<file path="config.mk">
export PLATFORM = sky130hd
export DESIGN_NAME = rgb2yuv_matrix
export DESIGN_NICKNAME = d
export VERILOG_FILES = /design/src/rtl/rgb_to_yuv420_converter_core_defines.svh /design/src/rtl/rgb2yuv_pkg.sv /design/src/rtl/rgb2yuv_matrix.sv
export SDC_FILE = /design/constraint.sdc
export NUM_CORES = 1
export LEC_CHECK = 0
export BUFFER_PORTS_ARGS = -buffer_cell sky130_fd_sc_hd__clkbuf_2
export CORE_ASPECT_RATIO = 1.2
export CORE_MARGIN = 2
export CORE_UTILIZATION = 50
export DETAILED_ROUTE_END_ITERATION = 7
export PLACE_DENSITY = 0.66
export SYNTH_ARGS = -nofsm -noshare
export SYNTH_HDL_FRONTEND = slang
export SYNTH_SLANG_ARGS = --single-unit
</file>
<file path="constraint.sdc">
create_clock -name vclk -period 10.4
set_input_delay 0.52 -clock vclk [all_inputs]
set_output_delay 0.52 -clock vclk [all_outputs]
set_load 0.01 [all_outputs]
</file>
<file path="src/rtl/rgb_to_yuv420_converter_core_defines.svh">
// ----------------------------------------------------------------------------
// rgb to yuv 4:2:0 converter assertion macros
// checks sampled on the core clock and disabled while reset is low
// ----------------------------------------------------------------------------
`ifndef RGB_TO_YUV420_CONVERTER_CORE_DEFINES_SVH
`define RGB_TO_YUV420_CONVERTER_CORE_DEFINES_SVH

// condition and consequence in the same cycle
`define RGB2YUV_ASSERT_SAME(label, cond, prop, msg) \
    label: assert property (@(posedge clk) disable iff (!rst_n) (cond) |-> (prop)) \
        else $error(msg);

// consequence in the cycle after the condition
`define RGB2YUV_ASSERT_NEXT(label, cond, prop, msg) \
    label: assert property (@(posedge clk) disable iff (!rst_n) (cond) |=> (prop)) \
        else $error(msg);

`endif

</file>
<file path="src/rtl/rgb2yuv_pkg.sv">
// ----------------------------------------------------------------------------
// rgb2yuv_pkg
// shared widths, coefficients, register codes and types of the converter
// ----------------------------------------------------------------------------
package rgb2yuv_pkg;

    localparam int DEF_MAX_WIDTH  = 2048;
    localparam int PIX_W          = 8;
    localparam int CFG_DATA_W     = 13;
    localparam int FRAME_W_W      = 12;
    localparam int EFF_W          = 13;
    localparam int ROW_W          = 12;
    localparam int CMP_W          = 14;
    localparam int SUM_W          = 25;
    localparam int ENTRY_W        = 16;
    localparam int MAX_HEIGHT     = 4096;
    localparam int FRAME_W_LIMIT  = 4096;
    localparam int RESET_WIDTH    = 640;
    localparam int RESET_HEIGHT   = 480;

    localparam logic [PIX_W-1:0] CHROMA_BIAS = 8'd32;

    // luma weights
    localparam logic signed [SUM_W-1:0] Y_R  = SUM_W'(9796);
    localparam logic signed [SUM_W-1:0] Y_G  = SUM_W'(19235);
    localparam logic signed [SUM_W-1:0] Y_B  = SUM_W'(3736);
    // cb weights
    localparam logic signed [SUM_W-1:0] CB_R = SUM_W'(-4784);
    localparam logic signed [SUM_W-1:0] CB_G = SUM_W'(-9437);
    localparam logic signed [SUM_W-1:0] CB_B = SUM_W'(14221);
    // cr weights
    localparam logic signed [SUM_W-1:0] CR_R = SUM_W'(20218);
    localparam logic signed [SUM_W-1:0] CR_G = SUM_W'(-16941);
    localparam logic signed [SUM_W-1:0] CR_B = SUM_W'(-3277);

    typedef enum logic [0:0] {
        REG_FRAME_WIDTH  = 1'b0,
        REG_FRAME_HEIGHT = 1'b1
    } cfg_reg_t;

    typedef struct packed {
        logic first;
        logic last;
        logic frame_end;
    } pix_ctrl_t;

    typedef struct packed {
        logic [PIX_W-1:0] luma;
        logic [PIX_W-1:0] cb;
        logic [PIX_W-1:0] cr;
    } yuv_terms_t;

    // round up to even, at least two, at most lim
    function automatic logic [EFF_W-1:0] round_clamp(input logic [EFF_W-1:0] v,
                                                     input logic [EFF_W-1:0] lim);
        logic [EFF_W:0] r;
        r    = {1'b0, v} + (EFF_W+1)'(1);
        r[0] = 1'b0;
        if (r < (EFF_W+1)'(2))
        begin
            r = (EFF_W+1)'(2);
        end
        if (r > {1'b0, lim})
        begin
            r = {1'b0, lim};
        end
        return r[EFF_W-1:0];
    endfunction

endpackage

</file>
<file path="src/rtl/rgb2yuv_matrix.sv">
// ----------------------------------------------------------------------------
// rgb2yuv_matrix
// fixed-point color matrix: luma byte and per-pixel cb and cr terms
// ----------------------------------------------------------------------------
module rgb2yuv_matrix (
    input  logic [rgb2yuv_pkg::PIX_W-1:0] blue,
    input  logic [rgb2yuv_pkg::PIX_W-1:0] green,
    input  logic [rgb2yuv_pkg::PIX_W-1:0] red,
    output rgb2yuv_pkg::yuv_terms_t       terms
);

    import rgb2yuv_pkg::*;

    logic signed [SUM_W-1:0] b_s;
    logic signed [SUM_W-1:0] g_s;
    logic signed [SUM_W-1:0] r_s;
    logic signed [SUM_W-1:0] y_sum;
    logic signed [SUM_W-1:0] cb_sum;
    logic signed [SUM_W-1:0] cr_sum;

    assign b_s = signed'({{(SUM_W-PIX_W){1'b0}}, blue});
    assign g_s = signed'({{(SUM_W-PIX_W){1'b0}}, green});
    assign r_s = signed'({{(SUM_W-PIX_W){1'b0}}, red});

    assign y_sum  = Y_R  * r_s + Y_G  * g_s + Y_B  * b_s;
    assign cb_sum = CB_R * r_s + CB_G * g_s + CB_B * b_s;
    assign cr_sum = CR_R * r_s + CR_G * g_s + CR_B * b_s;

    // luma is bits 22:15 of its sum; cb and cr are the low byte of an arithmetic shift by 17, bits 24:17
    always_comb
    begin
        terms.luma = y_sum[22:15];
        terms.cb   = cb_sum[24:17] + CHROMA_BIAS;
        terms.cr   = cr_sum[24:17] + CHROMA_BIAS;
    end

endmodule
</file>
Word level (Yosys, flattened, before mapping)
Cells that the tools add are included.
{"block": "word_totals", "ff_bits": 0, "in_bits": 24, "output_inout_bits": 24, "wordCells": 17}
{"block": "classes", "multipliers": 9, "add_sub_neg": 8}
{"op": "14-bit by 8-bit multiplier with 22-bit output (first input constant)", "count": 2}
{"op": "23-bit by 24-bit adder with 25-bit output", "count": 1}
{"op": "24-bit by 25-bit adder with 25-bit output", "count": 1}
{"op": "25-bit by 22-bit adder with 25-bit output", "count": 1}
{"op": "25-bit by 23-bit adder with 25-bit output", "count": 1}
{"op": "16-bit by 9-bit multiplier with 25-bit output (first input constant)", "count": 1}
{"op": "15-bit by 9-bit multiplier with 24-bit output (first input constant)", "count": 1}
{"op": "22-bit by 23-bit adder with 23-bit output", "count": 1}
{"op": "23-bit by 20-bit adder with 23-bit output", "count": 1}
{"op": "15-bit by 8-bit multiplier with 23-bit output (first input constant)", "count": 1}
{"op": "13-bit by 9-bit multiplier with 22-bit output (first input constant)", "count": 1}
{"op": "12-bit by 8-bit multiplier with 20-bit output (first input constant)", "count": 1}
{"op": "10-bit by 9-bit multiplier with 19-bit output (first input constant)", "count": 1}
{"op": "9-bit by 8-bit multiplier with 17-bit output (first input constant)", "count": 1}
{"op": "8-bit by 6-bit adder with 8-bit output (second input constant)", "count": 2}

Longest topological paths before layout
Gate-level depths: netlist (run 1).
{"block": "depth", "word_depth": 4, "ltp_mapped": 38, "ltp_nobuf": 38}

Worst setup path after synthesis (run 1)
No wires, ideal clock.
{"block": "synth_timing", "path_kind": "input to output", "start": "in red[2] (netlist bit)", "end": "out terms[7] (netlist bit)", "path_stages": 31, "n_path_buf": 0, "path_slack_ps": 1313, "arrival_ps": 8567, "cell_sequence": "fa_1 -> fa_1 -> fa_1 -> inv_1 -> fa_1 -> inv_1 -> ha_1 -> a21o_1 -> a21oi_1 -> nor2b_1 -> a311oi_2 -> a21oi_1 -> or4_1 -> and3_1 -> fa_1 -> fa_1 -> fa_1 -> fa_1 -> inv_1 -> ha_1 -> and3_1 -> a31oi_1 -> nor2b_1 -> xnor2_1 -> ha_1 -> xnor2_1 -> xnor2_1 -> xnor2_1 -> xnor2_1 -> o31ai_1 -> a211oi_1"}
{"item": "from (decl)", "line_no": "rgb2yuv_matrix.sv:8", "source": "input logic [rgb2yuv_pkg::PIX_W-1:0] red,"}
{"item": "to (decl)", "line_no": "rgb2yuv_matrix.sv:9", "source": "output rgb2yuv_pkg::yuv_terms_t terms"}

==> insert_results.sql, run 1 <==
INSERT INTO impl_metrics (metric_group, metric, value, unit) VALUES
('outcome', 'status', 'completed', ''),
('placement', 'buffer_ports.inserted', '48', ''),
('timing', 'finalSetupViolations', '0', ''),
('critical_path', 'cp_data_required_time', '9.88', 'ns'),
('timing', 'worstMarginPinSlew', '0.939', 'ns'),
('critical_path', 'worstSetupPathType', 'primary input to output port', ''),
('timing', 'fmax', '102', 'MHz'),
('global_routing', 'global_route.peak_usage_layer', 'met2', ''),
('synth', 'synth_top_cell_area_share', '41.7', '%'),
('timing', 'hold_viol', '0', ''),
('min_path', 'timing.hold.worst.class', 'primary input to output port', ''),
('global_routing', 'first_pass_grt_wire_length', '75.3', 'mm'),
('synth', 'synthesis.area', '18400', 'um2'),
('layout', 'finalNetCount', '2805', ''),
('critical_path', 'start_kind', 'primary input', ''),
('global_routing', 'grt.met1_usage', '33.4', '%'),
('synth', 'leading_cell_type_by_number_of_instances_after_synthesis', 'sky130_fd_sc_hd__inv_1', ''),
('synth', 'part_of_the_yosys_area_used_for_sequential_elements', '0', '%'),
('timing', 'maxSlewHeadroom', '37.0', '%'),
('floorplan', 'die_area', '38500', 'um2'),
('min_path', 'worstHoldEndpoint', 'terms[0]', ''),
('layout', 'final_layout_size_suffix_gt1_share', '5.12', '%'),
('layout', 'flops_and_latches', '0', ''),
('synth', 'post_synth_most_frequent_cells', '605 x sky130_fd_sc_hd__inv_1, 403 x sky130_fd_sc_hd__ha_1, 384 x sky130_fd_sc_hd__fa_1', ''),
('layout', 'final_cell_count_no_fill', '2466', ''),
('global_routing', 'first_global_vias', '14400', ''),
('global_routing', 'grt.overflow.total', '0', ''),
('synth', 'synthDominantAreaCellType', 'sky130_fd_sc_hd__fa_1', ''),
('min_path', 'hold_path_depth', '7', ''),
('detailed_routing', 'drc_viols', '0', ''),
('floorplan', 'row_count', '77', ''),
('detailed_routing', 'drt-initial-drc-count', '495', ''),
('global_routing', 'grt_use_total', '25.5', '%'),
('layout', 'synthToLayoutAreaGrowth', '5.33', '%'),
('floorplan', 'ioPinCount', '48', ''),
('placement', 'dp_hpwl', '42.2', 'mm'),
('critical_path', 'critical-path-slowest-cell', 'sky130_fd_sc_hd__fa_2', ''),
('min_path', 'hold_path.startpoint', 'green[0]', ''),
('critical_path', 'critical_path.top_delay_family', 'adder cells', ''),
('synth', 'synth.yosys.warnings', '0', ''),
('critical_path', 'timing.critical_path.slowest_cell_delay', '0.57', 'ns'),
('timing', 'grt_setup_unrepaired', 'false', ''),
('critical_path', 'cp-end-kind', 'output port', ''),
('timing', 'timing.final.crit_share', '94.4', '%'),
('synth', 'ys_top_cells_by_area', 'sky130_fd_sc_hd__fa_1 42%, sky130_fd_sc_hd__ha_1 27%, sky130_fd_sc_hd__inv_1 12%, sky130_fd_sc_hd__xnor2_1 3.0%, sky130_fd_sc_hd__a21oi_1 1.6%', ''),
('timing', 'finalCriticalPeriod', '9.82', 'ns'),
('synth', 'syn-mean-instance-area', '9.56', 'um2'),
('global_routing', 'grt_max_degree', '14', ''),
('layout', 'clock_buffers', '0', ''),
('placement', 'gp_congestion', '0.928', ''),
('critical_path', 'worst-path-buf-inv', '7', ''),
('detailed_routing', 'vias_per_cell', '5.21', ''),
('placement', 'cell_count_after_placement', '2466', ''),
('timing', 'finalSetupTns', '0', 'ns'),
('detailed_routing', 'wirelength_per_cell', '18.5', 'um'),
('detailed_routing', 'drt_pass1_iterations', '5', ''),
('global_routing', 'grt_use_met2', '45.6', '%'),
('global_routing', 'grt.met3_usage', '1.01', '%'),
('floorplan', 'floorplan.initialDensity', '50.4', '%'),
('critical_path', 'worstPathMaxFanout', '11', ''),
('floorplan', 'floorplan.die.height', '214', 'um'),
('run', 'drv.max_cap_violation_count', '0', ''),
('detailed_routing', 'drt.antenna.violating_nets', '0', ''),
('synth', 'mappedNetlistNets', '2740', ''),
('global_routing', 'antenna_violations_before_repair', '0', ''),
('floorplan', 'placeableCoreArea', '36600', 'um2'),
('detailed_routing', 'detailroute.via_count', '12900', ''),
('detailed_routing', 'routed_wl', '45.6', 'mm'),
('floorplan', 'floorplan.die.width', '179', 'um'),
('cts', 'postCtsSetupRepairBufs', '0', ''),
('synth', 'synthCells', '1929', ''),
('synth', 'yosysUniqueCellTypes', '61', ''),
('layout', 'utilization_of_the_core_after_routing', '53.1', '%'),
('critical_path', 'crit_arrival', '9.30', 'ns'),
('layout', 'n_antenna_cell', '0', ''),
('critical_path', 'cell_with_the_most_instances_on_the_worst_path', 'sky130_fd_sc_hd__fa_1', ''),
('layout', 'ff_latch_area', '0', 'um2'),
('critical_path', 'crit_path_start', 'red[4]', ''),
('timing', 'timing_max_transition_violations_final', '0', '');
## layout make-up
type / count / area (um2)
fill: 3364 / 17200
multi-input combinational: 1324 / 16200
inverter: 605 / 2270
tap: 474 / 593
timing repair buffer: 63 / 355
## cell usage in the layout, fill, tap and decap left out, types with 20 or more instances in the layout
| cell | Yosys | layout |
|---|---|---|
| sky130_fd_sc_hd__xnor2_1 | 64 | 63 |
| sky130_fd_sc_hd__nor3_1 | 30 | 30 |
| sky130_fd_sc_hd__nor2_1 | 46 | 46 |
| sky130_fd_sc_hd__inv_1 | 605 | 605 |
| sky130_fd_sc_hd__a21o_1 | 20 | 20 |
| sky130_fd_sc_hd__clkbuf_2 | 0 | 47 |
| sky130_fd_sc_hd__ha_1 | 403 | 403 |
| sky130_fd_sc_hd__a21oi_1 | 59 | 56 |
| sky130_fd_sc_hd__nand2_1 | 43 | 43 |
| sky130_fd_sc_hd__o21ai_0 | 39 | 38 |
| sky130_fd_sc_hd__fa_1 | 384 | 382 |
| sky130_fd_sc_hd__xor2_1 | 29 | 29 |
## how the worst max path moves through the flow
stage / cells after the start / slack, ns / endpoint
finish: 36 / 0.58 / terms[7]
global route: 35 / 0.02 / terms[7]
CTS: 35 / 0.40 / terms[7]
detailed placement: 35 / 0.40 / terms[7]
global placement: 36 / 0.59 / terms[7]
floorplan: 31 / 1.31 / terms[7]
## routing by layer
| metal | part of all wire (%) | vias up |
|---|---|---|
| met4 | 3.8 | 0 |
| li1 | - | 6155 |
| met5 | 0 | - |
| met2 | 51 | 200 |
| met1 | 42 | 6433 |
| met3 | 2.4 | 71 |
## cells by family (layout without fill, tap and decap cells)
group                    Yosys count  count (layout)  synth area share, %
buffers and inverters            605             668                 12.3
multiplexers                       1               1               0.0610
AND/OR/NAND/NOR                  221             221                 6.10
XOR/XNOR                          93              93                 4.42
AO/OA/AOI/OAI                    222             222                 8.12
adder cells (fa/ha/maj)          787             787                 69.0
## through the flow
stage          hold slack (ns)  cell area, um2  setup WS (ns)
3_3_place_gp              2.11           19400          0.594
4_1_cts                   2.11           19400          0.400
3_5_place_dp              2.10           19400          0.404
6_report                  2.09           19400          0.583
2_1_floorplan             1.41           18400           1.31
5_1_grt                   2.21           19400         0.0193
## repair_timing
item,4_1_cts,5_1_grt
hold buffers,0,0
setup endpoints to repair,0,1
gates resized for setup,0,11
Power of run 1 is left out: the tool's default activity adds up to more than one toggle a clock period on the data nets, which glitch-free logic cannot reach.
==> run 2, diff against run 1 <==
Settings changed: CELL_PAD_IN_SITES_DETAIL_PLACEMENT set to 0, CELL_PAD_IN_SITES_GLOBAL_PLACEMENT set to 1, PLACE_DENSITY 0.66 to 0.81, SLEW_MARGIN set to 15.
==> run 2 against run 1 <==
Effect of this change:
- count of clock-buffer cells in the layout unchanged
- global-route usage increased by 0.50 points
- design area up 0.21%
- final cell count increased by 0.12%
- critical path depth is 1 higher
- flip-flop and latch count stayed put
- first-iteration DRC count grew 33%
- non-clock buffer count is 3 higher
- wire length is 2.9% higher
- utilization grew 0.11 points
- setup slack improved by 0.079 ns
- critical path type unchanged
- critical endpoint unchanged
==> insert_results.sql, run 2 (synthesis results as in run 1) <==
INSERT INTO impl_metrics (metric_group, metric, value, unit) VALUES
('critical_path', 'start_kind', 'primary input', ''),
('critical_path', 'cp_data_required_time', '9.88', 'ns'),
('detailed_routing', 'routed_wl', '47.0', 'mm'),
('timing', 'finalCriticalPeriod', '9.74', 'ns'),
('layout', 'utilization_of_the_core_after_routing', '53.2', '%'),
('layout', 'synthToLayoutAreaGrowth', '5.55', '%'),
('layout', 'n_antenna_cell', '0', ''),
('min_path', 'hold_path.startpoint', 'blue[0]', ''),
('layout', 'leading_cell_type_in_the_layout_fill_and_taps_excluded', 'sky130_fd_sc_hd__inv_1', ''),
('layout', 'finalNetCount', '2808', ''),
('floorplan', 'floorplan.initialDensity', '50.4', '%'),
('detailed_routing', 'drt-initial-drc-count', '657', ''),
('layout', 'layout.filler_cells', '3403', ''),
('layout', 'ff_latch_area', '0', 'um2'),
('global_routing', 'first_pass_grt_wire_length', '76.5', 'mm'),
('detailed_routing', 'wirelength_per_cell', '19.0', 'um'),
('critical_path', 'critical_path.top_delay_family', 'adder cells', ''),
('timing', 'fmax', '103', 'MHz'),
('critical_path', 'timing.critical_path.slowest_cell_delay', '0.56', 'ns'),
('global_routing', 'grt_use_total', '26.0', '%'),
('floorplan', 'floorplan.die.width', '179', 'um'),
('placement', 'dp_hpwl', '43.4', 'mm'),
('floorplan', 'ioPinCount', '48', ''),
('min_path', 'worstHoldEndpoint', 'terms[0]', ''),
('timing', 'worstMarginPinSlew', '0.884', 'ns'),
('critical_path', 'cp-end-kind', 'output port', ''),
('floorplan', 'row_count', '77', ''),
('critical_path', 'crit_arrival', '9.22', 'ns'),
('timing', 'timing.final.crit_share', '93.6', '%'),
('layout', 'clock_buffers', '0', ''),
('layout', 'final_cell_mix', '605 x sky130_fd_sc_hd__inv_1, 401 x sky130_fd_sc_hd__ha_1, 383 x sky130_fd_sc_hd__fa_1, 62 x sky130_fd_sc_hd__xnor2_1, 57 x sky130_fd_sc_hd__a21oi_1', ''),
('detailed_routing', 'vias_per_cell', '5.32', ''),
('global_routing', 'grt.overflow.total', '0', ''),
('global_routing', 'first_global_vias', '14400', ''),
('layout', 'multi_input_area', '16200', 'um2'),
('detailed_routing', 'drt.antenna.violating_nets', '0', ''),
('placement', 'buffer_ports.inserted', '48', ''),
('layout', 'flops_and_latches', '0', ''),
('detailed_routing', 'drc_viols', '0', ''),
('timing', 'timing_max_transition_violations_final', '0', ''),
('timing', 'hold_viol', '0', ''),
('min_path', 'hold_path_depth', '8', ''),
('global_routing', 'grt_max_degree', '14', ''),
('critical_path', 'worstSetupPathType', 'primary input to output port', ''),
('layout', 'final_layout_size_suffix_gt1_share', '5.36', '%'),
('critical_path', 'worst-path-buf-inv', '7', ''),
('timing', 'finalSetupViolations', '0', ''),
('placement', 'gp_congestion', '0.980', ''),
('cts', 'ctsHoldBuffers', '0', ''),
('min_path', 'timing.hold.worst.class', 'primary input to output port', ''),
('global_routing', 'antenna_violations_before_repair', '0', ''),
('timing', 'maxSlewHeadroom', '40.6', '%'),
('detailed_routing', 'drt_pass1_iterations', '5', ''),
('detailed_routing', 'detailroute.via_count', '13100', ''),
('run', 'drv.max_cap_violation_count', '0', ''),
('critical_path', 'cell_with_the_most_instances_on_the_worst_path', 'sky130_fd_sc_hd__fa_1', ''),
('outcome', 'status', 'completed', ''),
('critical_path', 'worstPathMaxFanout', '5', ''),
('critical_path', 'critical-path-slowest-cell', 'sky130_fd_sc_hd__fa_2', ''),
('floorplan', 'placeableCoreArea', '36600', 'um2'),
('floorplan', 'die_area', '38500', 'um2'),
('floorplan', 'floorplan.die.height', '214', 'um');
## run 2: how the worst max path moves through the flow
stage	end	cells after the start	startpoint	slack [ns]
after floorplan	terms[7]	31	red[2]	1.31
after global placement	terms[7]	38	red[3]	0.58
after detailed placement	terms[7]	38	red[2]	0.37
after CTS	terms[7]	38	red[2]	0.33
after global routing	terms[7]	40	red[4]	-0.002
final	terms[7]	37	red[2]	0.66
## run 2: area by class of cell
type / count / share of cell area, %
Multi-Input combinational cell: 1324 / 83.4
Inverter: 605 / 11.7
Timing Repair Buffer: 66 / 1.93
Tap cell: 474 / 3.05
## run 2: through the flow
stage               setup TNS, ns  cells  hold slack, ns  instance area, um2  setup slack (ns)
finish                          0   2469            2.09               19500             0.662
global route             -0.00220   2469            2.12               19500          -0.00220
CTS                             0   2469            2.12               19400             0.334
detailed placement              0   2469            2.11               19400             0.372
global placement                0   2469            2.11               19400             0.576
floorplan                       0   1929            1.41               18400              1.31
## run 2: timing repair
action / 4_1_cts / 5_1_grt
resized for setup: 0 / 13
endpoints found under the setup margin: 0 / 1
setup buffers: 0 / 0
## run 2: routing by layer
| layer | up-vias | track usage, % | wire [um] |
|---|---|---|---|
| met5 | - | 0 | 0 |
| met2 | 298 | 45.4 | 23700 |
| met3 | 78 | 2.00 | 1880 |
| li1 | 6165 | - | - |
| met4 | 0 | 7.80 | 1820 |
| met1 | 6597 | 34.2 | 19600 |
Power of run 2 is left out for the same reason.
